## config.mk

```make
export PLATFORM = sky130hd
export DESIGN_NAME = point_in_polygon_crossing_flat
export DESIGN_NICKNAME = d
export VERILOG_FILES = /design/src/rtl/core/pip_pkg.sv /design/src/rtl/core/pip_ifs.sv /design/src/rtl/core/pip_edge_mem.sv /design/src/rtl/core/pip_cross_unit.sv /design/src/rtl/core/point_in_polygon_crossing.sv /design/src/flat_wrapper.sv
export SDC_FILE = /design/constraint.sdc
export NUM_CORES = 2
export LEC_CHECK = 0
export BUFFER_PORTS_ARGS = -buffer_cell sky130_fd_sc_hd__buf_2
export CAP_MARGIN = 20
export CELL_PAD_IN_SITES_DETAIL_PLACEMENT = 2
export CELL_PAD_IN_SITES_GLOBAL_PLACEMENT = 2
export CORE_ASPECT_RATIO = 0.75
export CORE_MARGIN = 1.5
export CORE_UTILIZATION = 25
export DETAILED_ROUTE_END_ITERATION = 16
export PLACE_DENSITY = 0.5
export SKIP_LAST_GASP = 1
export SLEW_MARGIN = 20
export SYNTH_ARGS = -nofsm -noshare
export SYNTH_HDL_FRONTEND = slang
export SYNTH_SLANG_ARGS = --single-unit
export TNS_END_PERCENT = 100
```

## constraint.sdc

```tcl
create_clock -name clk -period 8.6 [get_ports clk]
set_input_delay 1.72 -clock clk [delete_from_list [all_inputs] [get_ports clk]]
set_output_delay 1.72 -clock clk [all_outputs]
set_load 0.03 [all_outputs]
```

## src/rtl/core/pip_pkg.sv

```systemverilog
`timescale 1ns / 1ps
// ----------------------------------------------------------------------------
// pip_pkg
// Shared codes and types of the point-in-polygon crossing-number block.
// ----------------------------------------------------------------------------
package pip_pkg;

  // Width of one signed coordinate on the command channel.
  localparam int COORD_BITS = 16;

  localparam logic [1:0] FUNC_CLEAR = 2'd0;
  localparam logic [1:0] FUNC_ADD   = 2'd1;
  localparam logic [1:0] FUNC_TEST  = 2'd2;

  // Status of the crossing unit seen by the sequencer.
  typedef struct packed {
    logic busy;     // some edge still in flight inside the unit
    logic hit_vld;  // an edge result is present this cycle
    logic hit;      // that edge crosses the ray
  } pip_stat_t;

endpackage

```

## src/rtl/core/pip_ifs.sv

```systemverilog
`timescale 1ns / 1ps
// ----------------------------------------------------------------------------
// pip_in_if / pip_out_if
// Valid/ready channels for commands and for results.
// ----------------------------------------------------------------------------
interface pip_in_if;
  logic                                  valid;
  logic                                  ready;
  logic [1:0]                            func;
  logic signed [pip_pkg::COORD_BITS-1:0] ax;
  logic signed [pip_pkg::COORD_BITS-1:0] ay;
  logic signed [pip_pkg::COORD_BITS-1:0] bx;
  logic signed [pip_pkg::COORD_BITS-1:0] by;
  logic                                  last_point;

  modport source (output valid, func, ax, ay, bx, by, last_point, input ready);
  modport sink   (input valid, func, ax, ay, bx, by, last_point, output ready);
endinterface

interface pip_out_if;
  logic valid;
  logic ready;
  logic inside_res;
  logic any_inside;
  logic table_full;

  modport source (output valid, inside_res, any_inside, table_full, input ready);
  modport sink   (input valid, inside_res, any_inside, table_full, output ready);
endinterface

```

## src/rtl/core/pip_edge_mem.sv

```systemverilog
`timescale 1ns / 1ps
// ----------------------------------------------------------------------------
// pip_edge_mem
// Edge table: one write port, one read port with registered read data.
// ----------------------------------------------------------------------------
module pip_edge_mem #(
  parameter int DEPTH = 32,
  parameter int WIDTH = 64,
  localparam int AW   = $clog2(DEPTH)
) (
  input  logic             clk,
  input  logic             wr_en,
  input  logic [AW-1:0]    wr_addr,
  input  logic [WIDTH-1:0] wr_data,
  input  logic             rd_en,
  input  logic [AW-1:0]    rd_addr,
  output logic [WIDTH-1:0] rd_data_r
);

  logic [WIDTH-1:0] mem [DEPTH];

  always_ff @(posedge clk) begin
    if (wr_en) begin
      mem[wr_addr] <= wr_data;
    end
    if (rd_en) begin
      rd_data_r <= mem[rd_addr];
    end
  end

endmodule

```

## src/rtl/core/pip_cross_unit.sv

```systemverilog
`timescale 1ns / 1ps
// ----------------------------------------------------------------------------
// pip_cross_unit
// Shared three-stage crossing test, one edge per cycle: differences and
// span, cross products, signed compare.
// ----------------------------------------------------------------------------
module pip_cross_unit #(
  parameter int COORD_BITS = 16,
  localparam int D = COORD_BITS + 1,
  localparam int P = 2 * D
) (
  input  logic                         clk,
  input  logic                         rst_n,
  input  logic                         edge_vld,
  input  logic [4*COORD_BITS-1:0]      edge_data,
  input  logic signed [COORD_BITS-1:0] px,
  input  logic signed [COORD_BITS-1:0] py,
  output pip_pkg::pip_stat_t           stat
);

  localparam int C = COORD_BITS;

  logic signed [C-1:0] x0, y0, x1, y1;
  logic signed [D-1:0] dx_nxt, dy_nxt, t_nxt, u_nxt;
  logic                span_nxt, dxpos_nxt;

  logic                v1_r, v2_r, v3_r;
  logic signed [D-1:0] dx_r, dy_r, t_r, u_r;
  logic                span1_r, dxpos1_r, span2_r, dxpos2_r;
  logic signed [P-1:0] p1_r, p2_r;
  logic signed [P-1:0] p1_nxt, p2_nxt;
  logic                hit_nxt, hit_r;

  always_comb begin
    x0 = $signed(edge_data[4*C-1:3*C]);
    y0 = $signed(edge_data[3*C-1:2*C]);
    x1 = $signed(edge_data[2*C-1:C]);
    y1 = $signed(edge_data[C-1:0]);
    dx_nxt    = D'(x1) - D'(x0);
    dy_nxt    = D'(y1) - D'(y0);
    t_nxt     = D'(px) - D'(x0);
    u_nxt     = D'(py) - D'(y0);
    // half-open span in either direction; empty for vertical edges
    span_nxt  = ((px >= x0) && (px < x1)) || ((px < x0) && (px >= x1));
    dxpos_nxt = x1 > x0;
    p1_nxt    = dy_r * t_r;
    p2_nxt    = u_r * dx_r;
    hit_nxt   = span2_r && (dxpos2_r ? (p1_r <= p2_r) : (p1_r >= p2_r));
  end

  always_ff @(posedge clk) begin
    if (!rst_n) begin
      v1_r <= 1'b0;
      v2_r <= 1'b0;
      v3_r <= 1'b0;
    end else begin
      v1_r <= edge_vld;
      v2_r <= v1_r;
      v3_r <= v2_r;
    end
    dx_r     <= dx_nxt;
    dy_r     <= dy_nxt;
    t_r      <= t_nxt;
    u_r      <= u_nxt;
    span1_r  <= span_nxt;
    dxpos1_r <= dxpos_nxt;
    p1_r     <= p1_nxt;
    p2_r     <= p2_nxt;
    span2_r  <= span1_r;
    dxpos2_r <= dxpos1_r;
    hit_r    <= hit_nxt;
  end

  assign stat.busy    = v1_r | v2_r | v3_r;
  assign stat.hit_vld = v3_r;
  assign stat.hit     = v3_r & hit_r;

  a_stage_chain: assert property (@(posedge clk) disable iff (!rst_n)
    v3_r |-> $past(v2_r)) else $error("stage 3 valid without stage 2");
  a_edge_to_hit: assert property (@(posedge clk) disable iff (!rst_n)
    edge_vld |=> ##2 stat.hit_vld) else $error("edge lost in crossing unit");
  a_no_phantom_hit: assert property (@(posedge clk) disable iff (!rst_n)
    stat.hit |-> stat.hit_vld) else $error("hit without valid");

endmodule

```

## src/rtl/core/point_in_polygon_crossing.sv

```systemverilog
`timescale 1ns / 1ps
// Clear, add edge and unused codes: result registered in the cycle after the beat.
// Test point: one edge per cycle through the edge memory read port and the
// shared crossing unit, then pipeline drain; an empty table goes straight to
// the drain state. One item at a time; a new beat is taken once the block
// is idle and the output register is free. Synchronous active-low reset empties
// the table count and the group flag; edge contents stay undefined until written.
// ----------------------------------------------------------------------------
// point_in_polygon_crossing
// Crossing-number point-in-polygon test over a loaded table of edges.
// ----------------------------------------------------------------------------
module point_in_polygon_crossing #(
  parameter int MAX_EDGES  = 32
) (
  input  logic      clk,
  input  logic      rst_n,
  pip_in_if.sink    in_bus,
  pip_out_if.source out_bus
);

  localparam int COORD_BITS = pip_pkg::COORD_BITS;
  localparam int CNT_W  = $clog2(MAX_EDGES + 1);
  localparam int IDX_W  = $clog2(MAX_EDGES);
  localparam int EDGE_W = 4 * COORD_BITS;

  localparam logic [1:0] S_IDLE  = 2'd0;
  localparam logic [1:0] S_SCAN  = 2'd1;
  localparam logic [1:0] S_DRAIN = 2'd2;

  logic [1:0]                   state_r, state_nxt;
  logic [CNT_W-1:0]             cnt_r, cnt_nxt;
  logic                         grp_any_r, grp_any_nxt;
  logic [IDX_W-1:0]             idx_r, idx_nxt;
  logic                         rd_vld_r;
  logic                         parity_r, parity_nxt;
  logic signed [COORD_BITS-1:0] px_r, px_nxt, py_r, py_nxt;
  logic                         last_r, last_nxt;
  logic                         out_valid_r, out_valid_nxt;
  logic                         out_inside_r, out_inside_nxt;
  logic                         out_any_r, out_any_nxt;
  logic                         out_full_r, out_full_nxt;

  logic                         accept, out_free;
  logic                         wr_en, rd_en;
  logic [IDX_W-1:0]             last_idx;
  logic [EDGE_W-1:0]            rd_data;
  logic                         any_now;
  pip_pkg::pip_stat_t           stat;

  assign out_free     = !out_valid_r || out_bus.ready;
  assign in_bus.ready = (state_r == S_IDLE) && out_free;
  assign accept       = in_bus.valid && in_bus.ready;
  assign last_idx     = IDX_W'(cnt_r - CNT_W'(1));
  assign any_now      = grp_any_r | parity_r;

  always_comb begin
    state_nxt      = state_r;
    cnt_nxt        = cnt_r;
    grp_any_nxt    = grp_any_r;
    idx_nxt        = idx_r;
    parity_nxt     = parity_r ^ stat.hit;
    px_nxt         = px_r;
    py_nxt         = py_r;
    last_nxt       = last_r;
    out_valid_nxt  = out_valid_r && !out_bus.ready;
    out_inside_nxt = out_inside_r;
    out_any_nxt    = out_any_r;
    out_full_nxt   = out_full_r;
    wr_en          = 1'b0;
    rd_en          = 1'b0;
    case (state_r)
      S_IDLE: begin
        if (accept) begin
          case (in_bus.func)
            pip_pkg::FUNC_TEST: begin
              px_nxt     = in_bus.ax;
              py_nxt     = in_bus.ay;
              last_nxt   = in_bus.last_point;
              parity_nxt = 1'b0;
              idx_nxt    = '0;
              state_nxt  = (cnt_r == '0) ? S_DRAIN : S_SCAN;
            end
            default: begin
              // single-beat commands answer at once
              out_valid_nxt  = 1'b1;
              out_inside_nxt = 1'b0;
              out_any_nxt    = 1'b0;
              out_full_nxt   = 1'b0;
              if (in_bus.func == pip_pkg::FUNC_CLEAR) begin
                cnt_nxt = '0;
              end else if (in_bus.func == pip_pkg::FUNC_ADD) begin
                if (cnt_r == CNT_W'(MAX_EDGES)) begin
                  out_full_nxt = 1'b1;
                end else begin
                  wr_en   = 1'b1;
                  cnt_nxt = cnt_r + CNT_W'(1);
                end
              end
            end
          endcase
        end
      end
      S_SCAN: begin
        rd_en = 1'b1;
        if (idx_r == last_idx) begin
          state_nxt = S_DRAIN;
        end else begin
          idx_nxt = idx_r + IDX_W'(1);
        end
      end
      S_DRAIN: begin
        // hold until every edge result is folded into the parity and the output register is free
        if (!rd_vld_r && !stat.busy && out_free) begin
          out_valid_nxt  = 1'b1;
          out_inside_nxt = parity_r;
          out_any_nxt    = any_now;
          out_full_nxt   = 1'b0;
          grp_any_nxt    = last_r ? 1'b0 : any_now;
          state_nxt      = S_IDLE;
        end
      end
      default: begin
        state_nxt = S_IDLE;
      end
    endcase
  end

  always_ff @(posedge clk) begin
    if (!rst_n) begin
      state_r     <= S_IDLE;
      cnt_r       <= '0;
      grp_any_r   <= 1'b0;
      rd_vld_r    <= 1'b0;
      out_valid_r <= 1'b0;
    end else begin
      state_r     <= state_nxt;
      cnt_r       <= cnt_nxt;
      grp_any_r   <= grp_any_nxt;
      rd_vld_r    <= rd_en;
      out_valid_r <= out_valid_nxt;
    end
    idx_r        <= idx_nxt;
    parity_r     <= parity_nxt;
    px_r         <= px_nxt;
    py_r         <= py_nxt;
    last_r       <= last_nxt;
    out_inside_r <= out_inside_nxt;
    out_any_r    <= out_any_nxt;
    out_full_r   <= out_full_nxt;
  end

  pip_edge_mem #(
    .DEPTH (MAX_EDGES),
    .WIDTH (EDGE_W)
  ) u_mem (
    .clk       (clk),
    .wr_en     (wr_en),
    .wr_addr   (cnt_r[IDX_W-1:0]),
    .wr_data   ({in_bus.ax, in_bus.ay, in_bus.bx, in_bus.by}),
    .rd_en     (rd_en),
    .rd_addr   (idx_r),
    .rd_data_r (rd_data)
  );

  pip_cross_unit #(
    .COORD_BITS (COORD_BITS)
  ) u_cross (
    .clk       (clk),
    .rst_n     (rst_n),
    .edge_vld  (rd_vld_r),
    .edge_data (rd_data),
    .px        (px_r),
    .py        (py_r),
    .stat      (stat)
  );

  assign out_bus.valid      = out_valid_r;
  assign out_bus.inside_res = out_inside_r;
  assign out_bus.any_inside = out_any_r;
  assign out_bus.table_full = out_full_r;

  a_cnt_range: assert property (@(posedge clk) disable iff (!rst_n)
    cnt_r <= CNT_W'(MAX_EDGES)) else $error("edge count beyond table");
  a_idle_quiet: assert property (@(posedge clk) disable iff (!rst_n)
    state_r == S_IDLE |-> !stat.busy && !rd_vld_r) else $error("edges in flight while idle");
  a_full_means_full: assert property (@(posedge clk) disable iff (!rst_n)
    out_valid_r && out_full_r |-> cnt_r == CNT_W'(MAX_EDGES))
    else $error("table_full flagged with room left");
  a_read_in_scan: assert property (@(posedge clk) disable iff (!rst_n)
    rd_vld_r |-> $past(state_r) == S_SCAN) else $error("edge read outside scan");

endmodule

```

## src/flat_wrapper.sv

```systemverilog
// flat-port wrapper written by rule: the top's interface ports become plain ports
module point_in_polygon_crossing_flat 
#(
  parameter int MAX_EDGES  = 32
)
  (clk, rst_n, in_bus_valid, in_bus_func, in_bus_ax, in_bus_ay, in_bus_bx, in_bus_by, in_bus_last_point, in_bus_ready, out_bus_valid, out_bus_inside_res, out_bus_any_inside, out_bus_table_full, out_bus_ready);
  pip_in_if in_bus_i ();
  pip_out_if out_bus_i ();
  input  logic clk;
  input  logic rst_n;
  input wire logic [$bits(in_bus_i.valid)-1:0] in_bus_valid;
  input wire logic [$bits(in_bus_i.func)-1:0] in_bus_func;
  input wire logic [$bits(in_bus_i.ax)-1:0] in_bus_ax;
  input wire logic [$bits(in_bus_i.ay)-1:0] in_bus_ay;
  input wire logic [$bits(in_bus_i.bx)-1:0] in_bus_bx;
  input wire logic [$bits(in_bus_i.by)-1:0] in_bus_by;
  input wire logic [$bits(in_bus_i.last_point)-1:0] in_bus_last_point;
  output wire logic [$bits(in_bus_i.ready)-1:0] in_bus_ready;
  output wire logic [$bits(out_bus_i.valid)-1:0] out_bus_valid;
  output wire logic [$bits(out_bus_i.inside_res)-1:0] out_bus_inside_res;
  output wire logic [$bits(out_bus_i.any_inside)-1:0] out_bus_any_inside;
  output wire logic [$bits(out_bus_i.table_full)-1:0] out_bus_table_full;
  input wire logic [$bits(out_bus_i.ready)-1:0] out_bus_ready;
  assign in_bus_i.valid = in_bus_valid;
  assign in_bus_i.func = in_bus_func;
  assign in_bus_i.ax = in_bus_ax;
  assign in_bus_i.ay = in_bus_ay;
  assign in_bus_i.bx = in_bus_bx;
  assign in_bus_i.by = in_bus_by;
  assign in_bus_i.last_point = in_bus_last_point;
  assign in_bus_ready = in_bus_i.ready;
  assign out_bus_valid = out_bus_i.valid;
  assign out_bus_inside_res = out_bus_i.inside_res;
  assign out_bus_any_inside = out_bus_i.any_inside;
  assign out_bus_table_full = out_bus_i.table_full;
  assign out_bus_i.ready = out_bus_ready;
  point_in_polygon_crossing #(.MAX_EDGES(MAX_EDGES)) u_core (.clk(clk), .rst_n(rst_n), .in_bus(in_bus_i), .out_bus(out_bus_i));
endmodule
```

==> metrics.cfg <==
[clock_network]
path_clk_slew_ns = 0.06
cts_root_buffer = clkbuf_16
clock_latency_ns = 0.97
cts.repair.resized = 0
holdBufCountCts = 0
cts.sinks = 2309
cts_tree = built
htree_levels = 4
post_cts_buffers = 0
cts_buffer_depth = 4
cts_made_buffers = 241

[global_routing]
grt_pass1_wl_mm = 505.0
antenna_found_initial = 57
overflow = 0
grt_pass1_vias = 63378
grt_max_degree = 120
grt.total_usage_pct = 16.00

[synthesis]
ys_seq_area_share_pct = 61.38
ys_types = 74
synth_fp_nets = 7284
ys.flop_type = edfxtp_1
postSynthAreaPerCell_um2 = 17.46
ys_warn_count = 0
async_reset_ff_share_pct = 0
synth_edf_count = 2153
synthCells = 6326
ys_ff_latch = 2309
mappedNetlistArea_mm2 = 0.1104

[detailed_routing]
viasPerCell = 4.537
met1_length_mm = 171.3
post_drt_wl_per_cell_um = 28.55
drc_errors = 0
firstDrtPassIters = 5
drtAntennaViolNets = 0
wl_met2_mm = 164.6
num_vias = 57020
first_iter_violations = 4126
drt_wl_total_mm = 358.8
wl_met3_mm = 14.85
top_layer = met5

[job]
maxCapViolations = 0

[finish]
postLayoutCoreUtil_pct = 28.73
drive_gt1_share_pct = 19.15
final_cell_mix = 2153 x edfxtp_1, 777 x inv_1, 640 x mux4_2, 596 x fa_1, 321 x nand2_1
n_fill_cell = 44915
final_common_cell = edfxtp_1
final_cell_area_mm2 = 0.1264
finalNetCount = 7470
area_delta_synth_final_pct = 14.50

[timing]
holdWs_ns = 0.3345
setup_viol = 0
min_period_ns = 6.921
hold_viol_final = 0
rsz0062_at_grt = no
worst_pin_slew_ns = 1.105
maxSlewViolCount = 0
final.period_utilization_pct = 80.48
slew_headroom_pct = 25.81
finalClockSkew_ns = 0.1530
max_freq_ghz = 0.1445
fin_setup_tns_ns = 0
final.setup.worst_slack_ns = 1.679

[floorplan]
num_rows = 211
die_w_um = 770.4
dieArea_mm2 = 0.4457
io_pins = 76
core_mm2 = 0.4401
floorplan.initialDensity_pct = 25.09
die_h_um = 578.6

[hold_path]
hold_path_class = reg -> reg

[power]
switching_share_pct = 34.53
p_seq_share_pct = 35.6
power.leakage_nw = 44.15
power.density_mw_per_mm2 = 285.7
ir_drop_mv = 0.2941
internal_power_mw = 23.65
clock_power_share_pct = 28.7
pwr-share-comb_pct = 35.7
switchingPower_mw = 12.48

[critical_path]
start_kind = flip-flop
critical_path_class = reg -> reg
required_ns = 9.41
end_kind = flip-flop
cp.arrival_ns = 7.73
crit_fanout = 17

[place]
placed_area_mm2 = 0.1188
hpwl_mm = 214.6
gp_congestion = 0.7506
dp_slack_ns = 1.530
portBuffers = 75

[outcome]
status = finished clean

==> Yosys cell counts, types with 4 or more instances <==
| master | number | area (um2) |
|---|---|---|
| a21boi_0 | 8 | 60.06 |
| a31o_2 | 5 | 43.79 |
| buf_2 | 37 | 185.2 |
| buf_1 | 21 | 78.83 |
| inv_1 | 778 | 2920 |
| o21a_1 | 25 | 187.7 |
| nor2b_1 | 29 | 181.4 |
| edfxtp_1 | 2153 | 64650 |
| nand2b_1 | 22 | 137.6 |
| a31oi_1 | 12 | 75.07 |
| a221oi_1 | 4 | 35.03 |
| o31ai_1 | 4 | 30.03 |
| xor2_1 | 31 | 271.5 |
| a21o_1 | 39 | 292.8 |
| and3_1 | 16 | 100.1 |
| nand3_1 | 26 | 130.1 |
| nand4_1 | 20 | 125.1 |
| mux2_2 | 65 | 732.0 |
| o21ai_0 | 69 | 345.3 |
| or2_2 | 5 | 31.28 |
| ha_1 | 291 | 3641 |
| nor2_1 | 162 | 608.1 |
| nand3b_1 | 6 | 45.04 |
| xnor2_1 | 94 | 823.3 |
| mux4_2 | 640 | 14410 |
| a21oi_1 | 88 | 440.4 |
| fa_1 | 596 | 11930 |
| nor3_1 | 22 | 110.1 |
| o31a_1 | 4 | 35.03 |
| o211ai_1 | 5 | 37.54 |
| clkbuf_1 | 175 | 656.9 |
| and2_1 | 301 | 1883 |
| nand2_1 | 321 | 1205 |
| dfxtp_1 | 156 | 3123 |
| o21bai_1 | 11 | 82.58 |
| a211oi_1 | 13 | 97.59 |
| or3_1 | 7 | 43.79 |
==> registers in the layout, summed over array words and instances (netlist names), 2 cells and up <==
signal	cells
u_core.py_r	16
u_core.u_cross.u_r	17
u_core.u_cross.p2_r	34
u_core.px_r	16
u_core.state_r	2
u_core.u_cross.dy_r	17
u_core.idx_r	5
u_core.u_mem.rd_data_r	64
u_core.u_mem.mem	2048
u_core.u_cross.t_r	17
u_core.cnt_r	6
u_core.u_cross.p1_r	34
u_core.u_cross.dx_r	17
==> path summary, 6_finish.rpt <==
path | startpoint | endpoint | slack, ns | depth (start not counted)
setup / recovery | u_core.u_cross.dx_r[2]$_DFF_P_ | u_core.u_cross.p2_r[31]$_DFF_P_ | 1.68 | 16
setup reg to reg | u_core.u_cross.dx_r[2]$_DFF_P_ | u_core.u_cross.p2_r[31]$_DFF_P_ | 1.68 | 16
hold / removal | u_core.u_cross.span1_r$_DFF_P_ | u_core.u_cross.span2_r$_DFF_P_ | 0.33 | 0
hold reg to reg | u_core.u_cross.span1_r$_DFF_P_ | u_core.u_cross.span2_r$_DFF_P_ | 0.33 | 0
==> cell type report <==
class / instances / area (um2) / share of cell area (%)
antenna: 5 / 12.51 / 0.009896
inverter: 778 / 2923 / 2.312
multi-input combinational: 3006 / 39060 / 30.89
clock inverter: 146 / 1271 / 1.005
timing repair buffer: 176 / 1734 / 1.372
sequential: 2309 / 67780 / 53.61
clock buffer: 291 / 6331 / 5.007
tap: 5857 / 7328 / 5.796
==> kinds of logic after synthesis <==
| kind of cell | count (synthesis) | share of synthesized area (%) |
|---|---|---|
| flip-flops | 2309 | 61.38 |
| buffers and inverters | 1011 | 3.479 |
| AND/OR/NAND/NOR | 956 | 4.311 |
| adder cells (fa/ha/maj) | 887 | 14.10 |
| multiplexers | 707 | 13.73 |
| AO/OA/AOI/OAI | 331 | 2.003 |
| XOR/XNOR | 125 | 0.9915 |
==> per-layer routing <==
layer  track usage, %  up-vias
met5                0        -
met2            25.36     1088
met3            2.232      430
met1            23.45    31756
li1                 -    23724
met4            3.322       22
==> power groups by stage <==
| stage | Sequential (mW) | Clock [mW] | Combinational [mW] |
|---|---|---|---|
| 2_1_floorplan | 12.9 | 0 | 9.02 |
| 3_3_place_gp | 13.1 | 0 | 13.0 |
| 3_5_place_dp | 13.1 | 0 | 13.2 |
| 4_1_cts | 12.9 | 10.7 | 13.3 |
| 5_1_grt | 12.9 | 11.1 | 14.8 |
| 6_report | 12.9 | 10.4 | 12.9 |
==> critical path, stage by stage (launching register included) <==
cell and delay, ns:
dfxtp_1 0.87, nand2_1 0.24, inv_1 0.19, fa_1 0.59
fa_1 0.84, inv_1 0.15, fa_1 0.51, fa_1 0.57
fa_1 0.43, fa_1 0.49, inv_1 0.05, ha_1 0.32
a21oi_1 0.40, nor4b_1 0.32, a21oi_1 0.19, o221a_2 0.30
a311o_1 0.35
==> per-stage QoR <==
stage | total power [mW] | cells
5_1_grt | 38.74 | 12565
2_1_floorplan | 21.97 | 6326
6_report | 36.13 | 12568
3_3_place_gp | 26.12 | 12120
4_1_cts | 36.83 | 12563
3_5_place_dp | 26.31 | 12126
No activity file was read; power rests on OpenSTA's default activity.
